[config.mk]
export PLATFORM = sky130hd
export DESIGN_NAME = crc16_frame_parser_flat
export DESIGN_NICKNAME = d
export VERILOG_FILES = /design/src/cfp_pkg.sv /design/src/cfp_byte_if.sv /design/src/cfp_result_if.sv /design/src/cfp_datapath.sv /design/src/cfp_controller.sv /design/src/crc16_frame_parser.sv /design/src/flat_wrapper.sv
export SDC_FILE = /design/constraint.sdc
export NUM_CORES = 1
export LEC_CHECK = 0
export ABC_AREA = 1
export BUFFER_PORTS_ARGS = -buffer_cell sky130_fd_sc_hd__buf_2
export CORE_MARGIN = 1
export CORE_UTILIZATION = 56
export CTS_CLUSTER_DIAMETER = 150
export DETAILED_ROUTE_END_ITERATION = 10
export GPL_TIMING_DRIVEN = 0
export PLACE_DENSITY = 0.88
export SYNTH_ARGS = -nofsm -noshare
export SYNTH_HDL_FRONTEND = slang
export SYNTH_SLANG_ARGS = --single-unit
[constraint.sdc]
create_clock -name clk -period 4.8 [get_ports clk]
set_clock_uncertainty 0.05 [all_clocks]
set_input_delay 0.48 -clock clk [delete_from_list [all_inputs] [get_ports clk]]
set_output_delay 0.48 -clock clk [all_outputs]
set_load 0.01 [all_outputs]
[src/cfp_pkg.sv]
// Shared types, constants and the CRC-16 step function of the frame parser.
// Depends on nothing; every other file of the parser imports it.
`default_nettype none

package cfp_pkg;

    localparam int MAX_PAYLOAD = 32;
    localparam int DATA_W      = 8;
    localparam int CNT_W       = 16;
    localparam int CRC_W       = 16;
    localparam int LEN_W       = $clog2(MAX_PAYLOAD + 1);
    localparam int IDX_W       = $clog2(MAX_PAYLOAD);
    localparam int BIDX_W      = 6;
    localparam int STATUS_W    = 2;
    localparam int DISC_W      = 3;
    localparam int CFG_IDX_W   = 2;

    localparam logic [CRC_W-1:0] CRC_SEED = 16'hFFFF;
    localparam logic [CRC_W-1:0] CRC_POLY = 16'h1021;

    localparam logic [STATUS_W-1:0] STATUS_NONE    = 2'd0;
    localparam logic [STATUS_W-1:0] STATUS_GOOD    = 2'd1;
    localparam logic [STATUS_W-1:0] STATUS_CRC_ERR = 2'd2;

    localparam logic [CFG_IDX_W-1:0] CFG_SYNC_FIRST  = 2'd0;
    localparam logic [CFG_IDX_W-1:0] CFG_SYNC_SECOND = 2'd1;
    localparam logic [CFG_IDX_W-1:0] CFG_FRAME_TYPE  = 2'd2;
    localparam logic [CFG_IDX_W-1:0] CFG_PAYLOAD_LEN = 2'd3;

    localparam logic [DATA_W-1:0] SYNC_FIRST_RST  = 8'hAA;
    localparam logic [DATA_W-1:0] SYNC_SECOND_RST = 8'h55;
    localparam logic [DATA_W-1:0] FRAME_TYPE_RST  = 8'h01;
    localparam logic [LEN_W-1:0]  PAYLOAD_LEN_RST = LEN_W'(20);

    typedef enum logic [1:0] {
        CRC_HOLD,
        CRC_LOAD,
        CRC_FEED
    } crc_op_t;

    typedef struct packed {
        logic                  load;
        logic [STATUS_W-1:0]   status;
        logic [IDX_W-1:0]      rd_idx;
        logic                  last;
        logic [DISC_W-1:0]     disc_add;
        logic                  good_inc;
        logic                  err_inc;
        crc_op_t               crc_op;
        logic                  store_wr;
        logic [IDX_W-1:0]      store_idx;
        logic                  crc_lo_wr;
    } cmd_t;

    typedef struct packed {
        logic              sync1_hit;
        logic              sync2_hit;
        logic              type_hit;
        logic              len_hit;
        logic              crc_hit;
        logic              out_free;
        logic [LEN_W-1:0]  eff_len;
    } stat_t;

    function automatic logic [CRC_W-1:0] crc_feed(input logic [CRC_W-1:0] crc,
                                                  input logic [DATA_W-1:0] b);
        logic [CRC_W-1:0] c;
        c = crc ^ {b, 8'h00};
        for (int i = 0; i < DATA_W; i++)
        begin
            if (c[CRC_W-1])
                c = {c[CRC_W-2:0], 1'b0} ^ CRC_POLY;
            else
                c = {c[CRC_W-2:0], 1'b0};
        end
        return c;
    endfunction

endpackage

`default_nettype wire

[src/cfp_byte_if.sv]
// Request channel that carries one received byte.
// Depends on cfp_pkg for the byte width.
`default_nettype none

interface cfp_byte_if;
    import cfp_pkg::*;

    logic              valid;
    logic              ready;
    logic [DATA_W-1:0] rx_byte;

    modport source (output valid, output rx_byte, input ready);
    modport sink   (input valid, input rx_byte, output ready);
endinterface

`default_nettype wire

[src/cfp_result_if.sv]
// Request channel that carries one parser result.
// Depends on cfp_pkg for the field widths.
`default_nettype none

interface cfp_result_if;
    import cfp_pkg::*;

    logic                valid;
    logic                ready;
    logic [STATUS_W-1:0] status;
    logic [DATA_W-1:0]   payload_byte;
    logic [IDX_W-1:0]    payload_index;
    logic                last;
    logic [CNT_W-1:0]    discarded_count;
    logic [CNT_W-1:0]    good_count;
    logic [CNT_W-1:0]    crc_error_count;

    modport source (output valid, output status, output payload_byte, output payload_index,
                    output last, output discarded_count, output good_count,
                    output crc_error_count, input ready);
    modport sink   (input valid, input status, input payload_byte, input payload_index,
                    input last, input discarded_count, input good_count,
                    input crc_error_count, output ready);
endinterface

`default_nettype wire

[src/cfp_datapath.sv]
// Datapath of the frame parser: configuration, matchers, CRC, payload store,
// counters and the result register. Depends on cfp_pkg.
`default_nettype none

module cfp_datapath (
    input  wire logic                          clk,
    input  wire logic                          rst_n,
    input  wire logic                          cfg_we,
    input  wire logic [cfp_pkg::CFG_IDX_W-1:0] cfg_index,
    input  wire logic [cfp_pkg::DATA_W-1:0]    cfg_data,
    input  wire logic [cfp_pkg::DATA_W-1:0]    rx_byte,
    input  wire cfp_pkg::cmd_t                 cmd,
    output cfp_pkg::stat_t                     stat,
    input  wire logic                          out_ready,
    output logic                               out_valid,
    output logic [cfp_pkg::STATUS_W-1:0]       status,
    output logic [cfp_pkg::DATA_W-1:0]         payload_byte,
    output logic [cfp_pkg::IDX_W-1:0]          payload_index,
    output logic                               last,
    output logic [cfp_pkg::CNT_W-1:0]          discarded_count,
    output logic [cfp_pkg::CNT_W-1:0]          good_count,
    output logic [cfp_pkg::CNT_W-1:0]          crc_error_count
);
    import cfp_pkg::*;

    logic [DATA_W-1:0]   sync_first_reg;
    logic [DATA_W-1:0]   sync_second_reg;
    logic [DATA_W-1:0]   frame_type_reg;
    logic [LEN_W-1:0]    payload_len_reg;
    logic [LEN_W-1:0]    eff_len;

    logic [CRC_W-1:0]    crc_reg;
    logic [CRC_W-1:0]    crc_next;
    logic [DATA_W-1:0]   crc_lo_reg;

    logic [CNT_W-1:0]    disc_reg;
    logic [CNT_W-1:0]    disc_next;
    logic [CNT_W-1:0]    good_reg;
    logic [CNT_W-1:0]    good_next;
    logic [CNT_W-1:0]    err_reg;
    logic [CNT_W-1:0]    err_next;

    logic [DATA_W-1:0]   store_mem [MAX_PAYLOAD];

    logic                out_valid_reg;
    logic [STATUS_W-1:0] status_reg;
    logic [DATA_W-1:0]   byte_reg;
    logic [IDX_W-1:0]    idx_reg;
    logic                last_reg;
    logic [CNT_W-1:0]    disc_out_reg;
    logic [CNT_W-1:0]    good_out_reg;
    logic [CNT_W-1:0]    err_out_reg;

    always_comb
    begin
        if (payload_len_reg == '0)
            eff_len = LEN_W'(1);
        else if (payload_len_reg > LEN_W'(MAX_PAYLOAD))
            eff_len = LEN_W'(MAX_PAYLOAD);
        else
            eff_len = payload_len_reg;
    end

    always_comb
    begin
        case (cmd.crc_op)
            CRC_LOAD: crc_next = crc_feed(CRC_SEED, rx_byte);
            CRC_FEED: crc_next = crc_feed(crc_reg, rx_byte);
            default:  crc_next = crc_reg;
        endcase
    end

    assign disc_next = disc_reg + CNT_W'(cmd.disc_add);
    assign good_next = good_reg + CNT_W'(cmd.good_inc);
    assign err_next  = err_reg + CNT_W'(cmd.err_inc);

    assign stat.sync1_hit = (rx_byte == sync_first_reg);
    assign stat.sync2_hit = (rx_byte == sync_second_reg);
    assign stat.type_hit  = (rx_byte == frame_type_reg);
    assign stat.len_hit   = (rx_byte == DATA_W'(eff_len));
    assign stat.crc_hit   = ({rx_byte, crc_lo_reg} == crc_reg);
    assign stat.out_free  = !out_valid_reg || out_ready;
    assign stat.eff_len   = eff_len;

    always_ff @(posedge clk or negedge rst_n)
    begin
        if (!rst_n)
        begin
            sync_first_reg  <= SYNC_FIRST_RST;
            sync_second_reg <= SYNC_SECOND_RST;
            frame_type_reg  <= FRAME_TYPE_RST;
            payload_len_reg <= PAYLOAD_LEN_RST;
            crc_reg         <= CRC_SEED;
            crc_lo_reg      <= '0;
            disc_reg        <= '0;
            good_reg        <= '0;
            err_reg         <= '0;
            out_valid_reg   <= 1'b0;
        end
        else
        begin
            if (cfg_we)
            begin
                case (cfg_index)
                    CFG_SYNC_FIRST:  sync_first_reg  <= cfg_data;
                    CFG_SYNC_SECOND: sync_second_reg <= cfg_data;
                    CFG_FRAME_TYPE:  frame_type_reg  <= cfg_data;
                    CFG_PAYLOAD_LEN: payload_len_reg <= cfg_data[LEN_W-1:0];
                    default:         ;
                endcase
            end
            crc_reg <= crc_next;
            if (cmd.crc_lo_wr)
                crc_lo_reg <= rx_byte;
            disc_reg <= disc_next;
            good_reg <= good_next;
            err_reg  <= err_next;
            if (cmd.load)
                out_valid_reg <= 1'b1;
            else if (out_ready)
                out_valid_reg <= 1'b0;
        end
    end

    always_ff @(posedge clk)
    begin
        if (cmd.store_wr)
            store_mem[cmd.store_idx] <= rx_byte;
    end

    always_ff @(posedge clk)
    begin
        if (cmd.load)
        begin
            status_reg   <= cmd.status;
            last_reg     <= cmd.last;
            disc_out_reg <= disc_next;
            good_out_reg <= good_next;
            err_out_reg  <= err_next;
            if (cmd.status == STATUS_GOOD)
            begin
                byte_reg <= store_mem[cmd.rd_idx];
                idx_reg  <= cmd.rd_idx;
            end
            else
            begin
                byte_reg <= '0;
                idx_reg  <= '0;
            end
        end
    end

    assign out_valid       = out_valid_reg;
    assign status          = status_reg;
    assign payload_byte    = byte_reg;
    assign payload_index   = idx_reg;
    assign last            = last_reg;
    assign discarded_count = disc_out_reg;
    assign good_count      = good_out_reg;
    assign crc_error_count = err_out_reg;

endmodule

`default_nettype wire

[src/cfp_controller.sv]
// Frame state machine of the parser: walks the header, payload and CRC bytes
// and sequences the payload burst. Depends on cfp_pkg.
`default_nettype none

module cfp_controller (
    input  wire logic           clk,
    input  wire logic           rst_n,
    input  wire logic           in_valid,
    output logic                in_ready,
    input  wire cfp_pkg::stat_t stat,
    output cfp_pkg::cmd_t       cmd
);
    import cfp_pkg::*;

    typedef enum logic [7:0] {
        ST_SYNC1  = 8'b0000_0001,
        ST_SYNC2  = 8'b0000_0010,
        ST_TYPE   = 8'b0000_0100,
        ST_LEN    = 8'b0000_1000,
        ST_PAY    = 8'b0001_0000,
        ST_CRCLO  = 8'b0010_0000,
        ST_CRCHI  = 8'b0100_0000,
        ST_EMIT   = 8'b1000_0000
    } state_t;

    state_t            state_reg;
    state_t            state_next;
    logic [BIDX_W-1:0] bidx_reg;
    logic [BIDX_W-1:0] bidx_next;
    logic [BIDX_W-1:0] bidx_inc;
    logic              in_fire;

    assign in_ready = (state_reg != ST_EMIT) && stat.out_free;
    assign in_fire  = in_ready && in_valid;
    assign bidx_inc = bidx_reg + BIDX_W'(1);

    always_comb
    begin
        state_next    = state_reg;
        bidx_next     = bidx_reg;
        cmd           = '0;
        cmd.crc_op    = CRC_HOLD;
        cmd.load      = in_fire;
        cmd.status    = STATUS_NONE;
        cmd.last      = 1'b1;
        cmd.store_idx = bidx_reg[IDX_W-1:0];
        cmd.rd_idx    = bidx_reg[IDX_W-1:0];

        case (state_reg)
            ST_SYNC1:
            begin
                if (in_fire)
                begin
                    if (stat.sync1_hit)
                        state_next = ST_SYNC2;
                    else
                        cmd.disc_add = DISC_W'(1);
                end
            end
            ST_SYNC2:
            begin
                if (in_fire)
                begin
                    if (stat.sync2_hit)
                        state_next = ST_TYPE;
                    else if (stat.sync1_hit)
                        cmd.disc_add = DISC_W'(1);
                    else
                    begin
                        cmd.disc_add = DISC_W'(2);
                        state_next   = ST_SYNC1;
                    end
                end
            end
            ST_TYPE:
            begin
                if (in_fire)
                begin
                    if (stat.type_hit)
                    begin
                        cmd.crc_op = CRC_LOAD;
                        state_next = ST_LEN;
                    end
                    else
                    begin
                        cmd.disc_add = DISC_W'(3);
                        state_next   = ST_SYNC1;
                    end
                end
            end
            ST_LEN:
            begin
                if (in_fire)
                begin
                    if (stat.len_hit)
                    begin
                        cmd.crc_op = CRC_FEED;
                        bidx_next  = '0;
                        state_next = ST_PAY;
                    end
                    else
                    begin
                        cmd.disc_add = DISC_W'(4);
                        state_next   = ST_SYNC1;
                    end
                end
            end
            ST_PAY:
            begin
                if (in_fire)
                begin
                    cmd.store_wr = (bidx_reg < BIDX_W'(MAX_PAYLOAD));
                    cmd.crc_op   = CRC_FEED;
                    bidx_next    = bidx_inc;
                    if (bidx_inc >= BIDX_W'(stat.eff_len))
                        state_next = ST_CRCLO;
                end
            end
            ST_CRCLO:
            begin
                if (in_fire)
                begin
                    cmd.crc_lo_wr = 1'b1;
                    state_next    = ST_CRCHI;
                end
            end
            ST_CRCHI:
            begin
                if (in_fire)
                begin
                    state_next = ST_SYNC1;
                    if (stat.crc_hit)
                    begin
                        cmd.good_inc = 1'b1;
                        cmd.status   = STATUS_GOOD;
                        cmd.rd_idx   = '0;
                        cmd.last     = (stat.eff_len == LEN_W'(1));
                        if (!cmd.last)
                        begin
                            bidx_next  = BIDX_W'(1);
                            state_next = ST_EMIT;
                        end
                    end
                    else
                    begin
                        cmd.err_inc = 1'b1;
                        cmd.status  = STATUS_CRC_ERR;
                    end
                end
            end
            ST_EMIT:
            begin
                cmd.load   = stat.out_free;
                cmd.status = STATUS_GOOD;
                cmd.last   = (bidx_inc == BIDX_W'(stat.eff_len));
                if (stat.out_free)
                begin
                    bidx_next = bidx_inc;
                    if (cmd.last)
                        state_next = ST_SYNC1;
                end
            end
            default:
            begin
                if (in_fire)
                    state_next = ST_SYNC1;
            end
        endcase
    end

    always_ff @(posedge clk or negedge rst_n)
    begin
        if (!rst_n)
        begin
            state_reg <= ST_SYNC1;
            bidx_reg  <= '0;
        end
        else
        begin
            state_reg <= state_next;
            bidx_reg  <= bidx_next;
        end
    end

endmodule

`default_nettype wire

[src/crc16_frame_parser.sv]
// Top level of the CRC-16 framed packet parser: controller and datapath.
// Depends on cfp_pkg, cfp_byte_if, cfp_result_if, cfp_controller, cfp_datapath.
//
//   channel    direction  contents
//   byte_ch    sink       rx_byte
//   result_ch  source     status, payload_byte, payload_index, last, three counters
//   cfg_*      write      cfg_we, cfg_index, cfg_data
//
// Each received byte yields one result in the output register. A good CRC yields a
// burst of one result per payload byte, one per cycle while results do not stall,
// through the payload store read port; the byte channel is held off for the others.
// A stalled result channel holds the output register and stops byte acceptance.
// Reset is asynchronous and active low; the payload store needs no clearing.
`default_nettype none

module crc16_frame_parser (
    input  wire logic                          clk,
    input  wire logic                          rst_n,
    input  wire logic                          cfg_we,
    input  wire logic [cfp_pkg::CFG_IDX_W-1:0] cfg_index,
    input  wire logic [cfp_pkg::DATA_W-1:0]    cfg_data,
    cfp_byte_if.sink                           byte_ch,
    cfp_result_if.source                       result_ch
);
    import cfp_pkg::*;

    cmd_t  cmd;
    stat_t stat;

    cfp_controller u_ctrl (
        .clk      (clk),
        .rst_n    (rst_n),
        .in_valid (byte_ch.valid),
        .in_ready (byte_ch.ready),
        .stat     (stat),
        .cmd      (cmd)
    );

    cfp_datapath u_dp (
        .clk             (clk),
        .rst_n           (rst_n),
        .cfg_we          (cfg_we),
        .cfg_index       (cfg_index),
        .cfg_data        (cfg_data),
        .rx_byte         (byte_ch.rx_byte),
        .cmd             (cmd),
        .stat            (stat),
        .out_ready       (result_ch.ready),
        .out_valid       (result_ch.valid),
        .status          (result_ch.status),
        .payload_byte    (result_ch.payload_byte),
        .payload_index   (result_ch.payload_index),
        .last            (result_ch.last),
        .discarded_count (result_ch.discarded_count),
        .good_count      (result_ch.good_count),
        .crc_error_count (result_ch.crc_error_count)
    );

endmodule

`default_nettype wire

[src/flat_wrapper.sv]
// flat-port wrapper written by rule: the top's interface ports become plain ports
module crc16_frame_parser_flat import cfp_pkg::*;
  (clk, rst_n, cfg_we, cfg_index, cfg_data, byte_ch_valid, byte_ch_rx_byte, byte_ch_ready, result_ch_valid, result_ch_status, result_ch_payload_byte, result_ch_payload_index, result_ch_last, result_ch_discarded_count, result_ch_good_count, result_ch_crc_error_count, result_ch_ready);
  cfp_byte_if byte_ch_i ();
  cfp_result_if result_ch_i ();
  input  wire logic clk;
  input  wire logic rst_n;
  input  wire logic cfg_we;
  input  wire logic [cfp_pkg::CFG_IDX_W-1:0] cfg_index;
  input  wire logic [cfp_pkg::DATA_W-1:0] cfg_data;
  input wire logic [$bits(byte_ch_i.valid)-1:0] byte_ch_valid;
  input wire logic [$bits(byte_ch_i.rx_byte)-1:0] byte_ch_rx_byte;
  output wire logic [$bits(byte_ch_i.ready)-1:0] byte_ch_ready;
  output wire logic [$bits(result_ch_i.valid)-1:0] result_ch_valid;
  output wire logic [$bits(result_ch_i.status)-1:0] result_ch_status;
  output wire logic [$bits(result_ch_i.payload_byte)-1:0] result_ch_payload_byte;
  output wire logic [$bits(result_ch_i.payload_index)-1:0] result_ch_payload_index;
  output wire logic [$bits(result_ch_i.last)-1:0] result_ch_last;
  output wire logic [$bits(result_ch_i.discarded_count)-1:0] result_ch_discarded_count;
  output wire logic [$bits(result_ch_i.good_count)-1:0] result_ch_good_count;
  output wire logic [$bits(result_ch_i.crc_error_count)-1:0] result_ch_crc_error_count;
  input wire logic [$bits(result_ch_i.ready)-1:0] result_ch_ready;
  assign byte_ch_i.valid = byte_ch_valid;
  assign byte_ch_i.rx_byte = byte_ch_rx_byte;
  assign byte_ch_ready = byte_ch_i.ready;
  assign result_ch_valid = result_ch_i.valid;
  assign result_ch_status = result_ch_i.status;
  assign result_ch_payload_byte = result_ch_i.payload_byte;
  assign result_ch_payload_index = result_ch_i.payload_index;
  assign result_ch_last = result_ch_i.last;
  assign result_ch_discarded_count = result_ch_i.discarded_count;
  assign result_ch_good_count = result_ch_i.good_count;
  assign result_ch_crc_error_count = result_ch_i.crc_error_count;
  assign result_ch_i.ready = result_ch_ready;
  crc16_frame_parser u_core (.clk(clk), .rst_n(rst_n), .cfg_we(cfg_we), .cfg_index(cfg_index), .cfg_data(cfg_data), .byte_ch(byte_ch_i), .result_ch(result_ch_i));
endmodule
==> results of run 1 <==
[layer usage]
layer | routed length [um] | vias up | share of wire
met5 | 0 | - | 0
met3 | 5218 | 237 | 0.10
met2 | 24700 | 992 | 0.48
met1 | 18190 | 7008 | 0.36
met4 | 3007 | 0 | 0.059
li1 | - | 6449 | -
[how the worst max path moves through the flow]
| stage | to | start | slack (ns) |
|---|---|---|---|
| floorplan | u_core.u_ctrl.state_reg[7] | u_core.u_ctrl.state_reg[2] | 1.14 |
| global route | u_core.u_dp.good_count[15] | byte_ch_rx_byte[3] | 0.02 |
| finish | u_core.u_dp.good_count[15] | byte_ch_rx_byte[3] | 0.28 |
| detailed placement | u_core.u_dp.good_count[15] | byte_ch_rx_byte[4] | -0.11 |
| global placement | u_core.u_ctrl.state_reg[2] | u_core.u_ctrl.state_reg[1] | -0.04 |
| CTS | u_core.u_dp.good_count[15] | byte_ch_rx_byte[3] | 0.36 |
[cells in the final DEF, fill, tap and decap left out, drive strengths merged, types with 4 or more instances in the layout]
master and instances:
nor2 103, dfstp 28, o21ai 75, or2 66, buf 136, dfrtp 89, edfxtp 320, nand3b 18
xor2 47, nor4 6, ha 18, xnor2 26, a22oi 4, nand3 241, o2111ai 58, clkbuf 98
inv 229, clkinv 16, nor3 11, a21oi 22, nand2 340, nand4 12
[per-stage QoR]
step	hold WS, ns	instances	util
after floorplan	0.1344	1820	-
after global placement	0.4061	2363	0.5965
after detailed placement	0.3786	2366	0.5991
after CTS	0.1330	2442	0.6376
after global routing	0.1729	2442	0.6378
final	0.1482	2442	0.6378
[area by class of cell]
cell class / instances / area, sq um / share of cell area
inverter: 228 / 855.8 / 0.03894
tap: 455 / 569.3 / 0.02590
timing repair buffer: 92 / 539.3 / 0.02454
clock buffer: 55 / 1151 / 0.05238
clock inverter: 20 / 165.2 / 0.007515
multi-input combinational: 1067 / 5689 / 0.2589
buffer: 88 / 435.4 / 0.01981
sequential: 437 / 12570 / 0.5720
[what timing repair did]
| item | CTS | global route |
|---|---|---|
| hold buffers | 1 | 0 |
| endpoints found under the setup margin | 0 | 1 |
| gates resized for setup | 0 | 3 |
| endpoints found under the hold margin | 40 | 0 |
[critical path: cells and delay by family]
kind / cells / cell delay [ns]
xor+xnor: 1 / 0.16
fa+ha+maj: 1 / 0.17
buf+inv: 8 / 1.79
simple gates: 12 / 2.13
[logic make-up after synthesis]
group,Yosys count,share of synthesized area
adders and majority gates,19,0.01255
AOI/OAI and AO/OA,171,0.05820
xor gates and xnor gates,73,0.03272
buffers and inverters,316,0.06608
and+or+nand+nor,804,0.1871
DFF,437,0.6434
[power by group through the flow]
stage / logic, uW / clock network [uW] / registers, uW
3_5_place_dp: 853 / 0 / 4450
4_1_cts: 878 / 3210 / 4380
5_1_grt: 992 / 3360 / 4400
3_3_place_gp: 801 / 0 / 4440
6_report: 898 / 3200 / 4380
2_1_floorplan: 552 / 0 / 4440
==> reports/qor.txt, run 1 <==
Most used cell along the critical path: nand2_1
Count leader, synth: nand2_1
Reg2Reg Launch Point: u_core.u_ctrl.state_reg[4]
Clk pwr share: 0.377
Global route overflow: 0
Max Root-Sink Buffers: 3
Core Box Area: 34460 sq um
Initial antenna violation count: 0
Drt pass-1 iters: 6
Max FFs per register: 256
# DRC: 0
Post-Route WL: 51110 um
GRT Overall Usage: 0.2886
Switch share: 0.2536
First-pass GRT wire length: 78920 um
Number of hold violations in the final report: 0
# diodes: 0
Row count: 68
Root Buffer: clkbuf_16
WL/cell: 20.93 um
Total chip power: 8479 uW
Setup_tns: 0 ns
H-tree depth: 2
Seq pwr share: 0.517
Max-cap violations: 0
Final ANT Viol Nets: 0
Flop-to-flop setup slack: 0.36 ns
Outcome: complete, no violations
Syn-to-layout area delta: 12.47%
Post-Syn Nets: 1862
Vias: 14690
Distinct cells, synth: 43
Number of synthesized register bits: 437
Worst Hold Class: in -> reg
Slew @ Worst Pin: 0.9806 ns
Clk sink count: 437
Largest net degree at the start of global routing: 77
Worst vdd rail ir drop: 0.2510 mV
Startpoint types: primary input
P_leak: 0.009108 uW
Worst-path cell chain: buf_2 > buf_2 > inv_2 > nand2_1 > nand2_1 > nor2_1 > nand2_1 > nor2_2 > nand3_2 > buf_6 > buf_6 > buf_6 > inv_1 > ha_1 > nand3_1 > nor3_1 > inv_1 > nor4_1 > nand4_1 > nor2_1 > nand2_1 > xnor2_1
Dpl ws: -0.1055 ns
GR Util met1: 0.3571
Worst Setup Slack, final: 0.2752 ns
Ys Warns: 0
Post-synth top cells: 336 x nand2_1, 320 x edfxtp_1, 239 x nand3_1
Rel. slew slack: 0.3403
WS Path Type: in -> reg
Clk slew on worst S/H paths: 0.06 ns
WHS Path Cells: 3
Hold Startpoint: byte_ch_valid
Syn_area_per_cell: 10.74 sq um
Layout cells sized above 1: 0.1580
Post-route cell area: 21980 sq um
Worst-path fanout max: 33
CTS Buf Count: 43
GP Congestion: 0.9842
Slowest-stage cell, CP: buf_2
Worst Path Required: 5.05 ns
Max-slew violation count: 0
Die H: 188.8 um
CP max stage delay: 0.65 ns
Yosys top cell by area: edfxtp_1
Most flops, register: u_core.u_dp.store_mem
Gate power share: 0.106
Die Span X: 188.8 um
Cells after synthesis: 1820
Met2 Use GR: 0.4772
Highest clock rate: 221.0 MHz
Vias/cell: 6.014
Area after DPL: 20640 sq um
Hold worst-path end: u_core.u_dp.out_valid
Synth area leaders: edfxtp_1 49%, dfrtp_1 11%, nand2_1 6.5%, nand3_1 6.1%, inv_1 4.1%
Critical path arrival: 4.78 ns
Vias in the first global route: 14480
Initial DRC Count: 1862
Internal: 6329 uW
Number of synthesized flops with an enable pin: 320
Fillcell total: 2464
Fin crit share: 0.9427
GRT busiest layer: met2
Endpoints failing setup: 0
Nets: 1999
I/O pin count: 89
Pwr/cell area: 385.8 nW/um^2
Seq/Total Area, Yosys: 0.6434
Final worst path period need: 4.525 ns
Mapped Area: 19540 sq um
Reg2reg path depth: 22
TritonCTS clock tree: yes
Ys async rst share: 0.2677
RSZ-0062 raised after global routing: false
Die area: 35650 sq um
Share of Yosys cell area claimed by the top area cell type: 0.4917
# port buffers: 88
Starting density of the core: 0.5671
Dpl hpwl: 32960 um
Setup repair bufs after CTS: 0
Met3 Track Usage GR: 0.05457
Clk Latency, worst-skew pair: 0.56 ns
Psw: 2150 uW
Capturing point of the worst reg2reg path: u_core.u_dp.discarded_count[14]
Top_reg_cell synth: edfxtp_1
Worst setup EP type: flip-flop
Note: power is estimated with default switching activity, not from simulation.
==> run 2, diff against run 1 <==
- CORE_UTILIZATION: 56 -> 52
- PLACE_DENSITY: 0.88 -> 0.83
- SYNTH_HIERARCHICAL: unset -> 1
==> reports/qor.txt, run 2 <==
Most used cell along the critical path: nand2_1
Clk slew on worst S/H paths: 0.06 ns
GP Congestion: 0.9632
Max-cap violations: 0
TritonCTS clock tree: yes
Layout cells sized above 1: 0.1264
WHS Path Cells: 3
Worst-path cell chain: buf_2 > buf_2 > xnor2_1 > nand4_1 > nor3_1 > nand2_1 > nor2_2 > nor2_1 > buf_2 > inv_1 > buf_1 > nand3_1 > nand3_1 > nand2_1 > nand2_1 > nand2_1
Total chip power: 8210 uW
Worst-path fanout max: 33
Worst setup EP type: flip-flop
Slew @ Worst Pin: 0.8477 ns
Slowest-stage cell, CP: nor3_1
First-pass GRT wire length: 76980 um
Distinct cells, synth: 44
# port buffers: 88
Buf/Inv on CP: 5
Worst Path Required: 5.06 ns
Final worst path period need: 4.259 ns
RSZ-0062 raised after global routing: false
Fillcell total: 2982
Worst vdd rail ir drop: 0.3851 mV
Clk sink count: 437
P_leak: 0.01004 uW
CP Depth: 16
Area of the multi-input gates: 5963 sq um
Ys async rst share: 0.2677
Number of hold violations in the final report: 0
Row count: 71
Commonest non-fill, non-tap cell in the layout: nand2_1
H-tree depth: 2
Pwr/cell area: 362.1 nW/um^2
Sequential standard cell area: 12570 sq um
Max FFs per register: 256
Number of synthesized flops with an enable pin: 320
Synth area leaders: edfxtp_1 48%, nand2_1 12%, dfrtp_1 11%, nand3_1 6.1%, inv_1 5.3%
Dpl ws: 0.06367 ns
Syn-to-layout area delta: 13.10%
Max-slew violation count: 0
Clk Latency, worst-skew pair: 0.56 ns
Count leader, synth: nand2_1
Fin crit share: 0.8874
Outcome: complete, no violations
Core Box Area: 37760 sq um
Endpoints failing setup: 0
Root Buffer: clkbuf_16
Number of synthesized register bits: 437
Startpoint types: primary input
Critical path arrival: 4.52 ns
Nets: 2238
I/O pin count: 89
Worst Hold Class: in -> reg
Ys Warns: 6
Syn_area_per_cell: 9.730 sq um
Finished Core Util: 0.6005
Post-synth top cells: 644 x nand2_1, 320 x edfxtp_1, 285 x inv_1
Die area: 39330 sq um
CTS Buf Count: 45
Most flops, register: u_core/u_dp/store_mem
Die H: 198.3 um
WL/cell: 17.94 um
Top cell family by delay on the critical path: buffers and inverters
Post-Syn Nets: 2099
GRT Overall Usage: 0.2549
Worst Setup Slack, final: 0.5406 ns
Reg2reg path depth: 14
Seq/Total Area, Yosys: 0.6272
Vias/cell: 5.489
Hold WS: 0.1431 ns
Vias: 15050
Share of Yosys cell area claimed by the top area cell type: 0.4794
Initial DRC Count: 1623
# DRC: 0
Commonest non-fill, non-tap cells in the layout: 644 x nand2_1, 320 x edfxtp_1, 285 x inv_1
Drt pass-1 iters: 8
# diodes: 0
Die Span X: 198.3 um
Post-Route WL: 49200 um
Setup repair bufs after CTS: 0
Largest net degree at the start of global routing: 69
Starting density of the core: 0.5309
Rel. slew slack: 0.4328
Global route overflow: 0
Max Root-Sink Buffers: 3
Dpl hpwl: 32590 um
Initial antenna violation count: 0
Top_reg_cell synth: edfxtp_1
Highest clock rate: 234.8 MHz
CP max stage delay: 0.59 ns
Cells after synthesis: 2060
Mapped Area: 20040 sq um
WS Path Type: in -> reg
Final ANT Viol Nets: 0
Yosys top cell by area: edfxtp_1
Vias in the first global route: 14790
==> run 2: cell type report <==
| class | count | area share |
|---|---|---|
| clock buffers | 52 | 0.05171 |
| multi-input cells | 1250 | 0.2630 |
| well taps | 511 | 0.02820 |
| clock inverters | 27 | 0.01198 |
| repair buffers | 92 | 0.02346 |
| flip-flops and latches | 437 | 0.5546 |
| inverters | 295 | 0.04906 |
| plain buffers | 78 | 0.01799 |
==> run 2: cell families after synthesis <==
kind of cell / Yosys count / share of synthesized area
adders and majority gates: 16 / 0.01036
xor gates and xnor gates: 77 / 0.03402
AOI/OAI and AO/OA: 90 / 0.02466
and+or+nand+nor: 1067 / 0.2279
buffers and inverters: 373 / 0.07584
DFF: 437 / 0.6272
==> run 2: worst reg2reg max path, cell delays in order (launching register included) <==
cell and delay [ns]:
dfstp_2 0.56, xnor2_1 0.25, nand4_1 0.15, nor3_1 0.59, nand2_1 0.17, nor2_2 0.33, nor2_1 0.08, buf_2 0.19
inv_1 0.25, buf_1 0.47, nand3_1 0.15, nand3_1 0.14, nand2_1 0.09, nand2_1 0.07, nand2_1 0.08
==> run 2: metal layers <==
metal,wire [um],global-route usage,share of wire
met3,4463,0.04786,0.091
met2,23540,0.4260,0.48
met1,19190,0.3237,0.39
met5,0,0,0
met4,2009,0.1120,0.041
==> run 2: metrics by stage <==
| stage | setup TNS, ns | area (sq um) | cells |
|---|---|---|---|
| floorplan | 0 | 20040 | 2060 |
| global placement | -97.27 | 21120 | 2659 |
| detailed placement | 0 | 21220 | 2662 |
| CTS | 0 | 22670 | 2742 |
| global route | 0 | 22670 | 2742 |
| finish | 0 | 22670 | 2742 |
==> run 2: timing repair <==
item	4_1_cts	5_1_grt
hold endpoints to repair	49	0
gates resized for setup	0	0
hold buffers	1	0
==> run 2: worst paths after layout <==
check | startpoint | to | slack, ns
worst max-delay path | byte_ch_rx_byte[4] | u_core/u_dp/payload_byte[3] | 0.54
worst min-delay path | cfg_data[7] | u_core/u_dp/sync_first_reg[7] | 0.14
worst max register to register | u_core/u_dp/crc_reg[12] | u_core/u_dp/payload_byte[3] | 0.94
worst min register to register | u_core/u_dp/err_reg[15] | u_core/u_dp/err_reg[15] | 0.43
max in group asynchronous | rst_n | u_core/u_dp/crc_reg[13] | 3.56
min in group asynchronous | rst_n | u_core/u_dp/disc_reg[10] | 0.39
==> run 2: where the power goes <==
part	internal, uW	switching (uW)
sequential	4180	65.9
clock	1970	1460
combinational	178	352
total	6340	1870
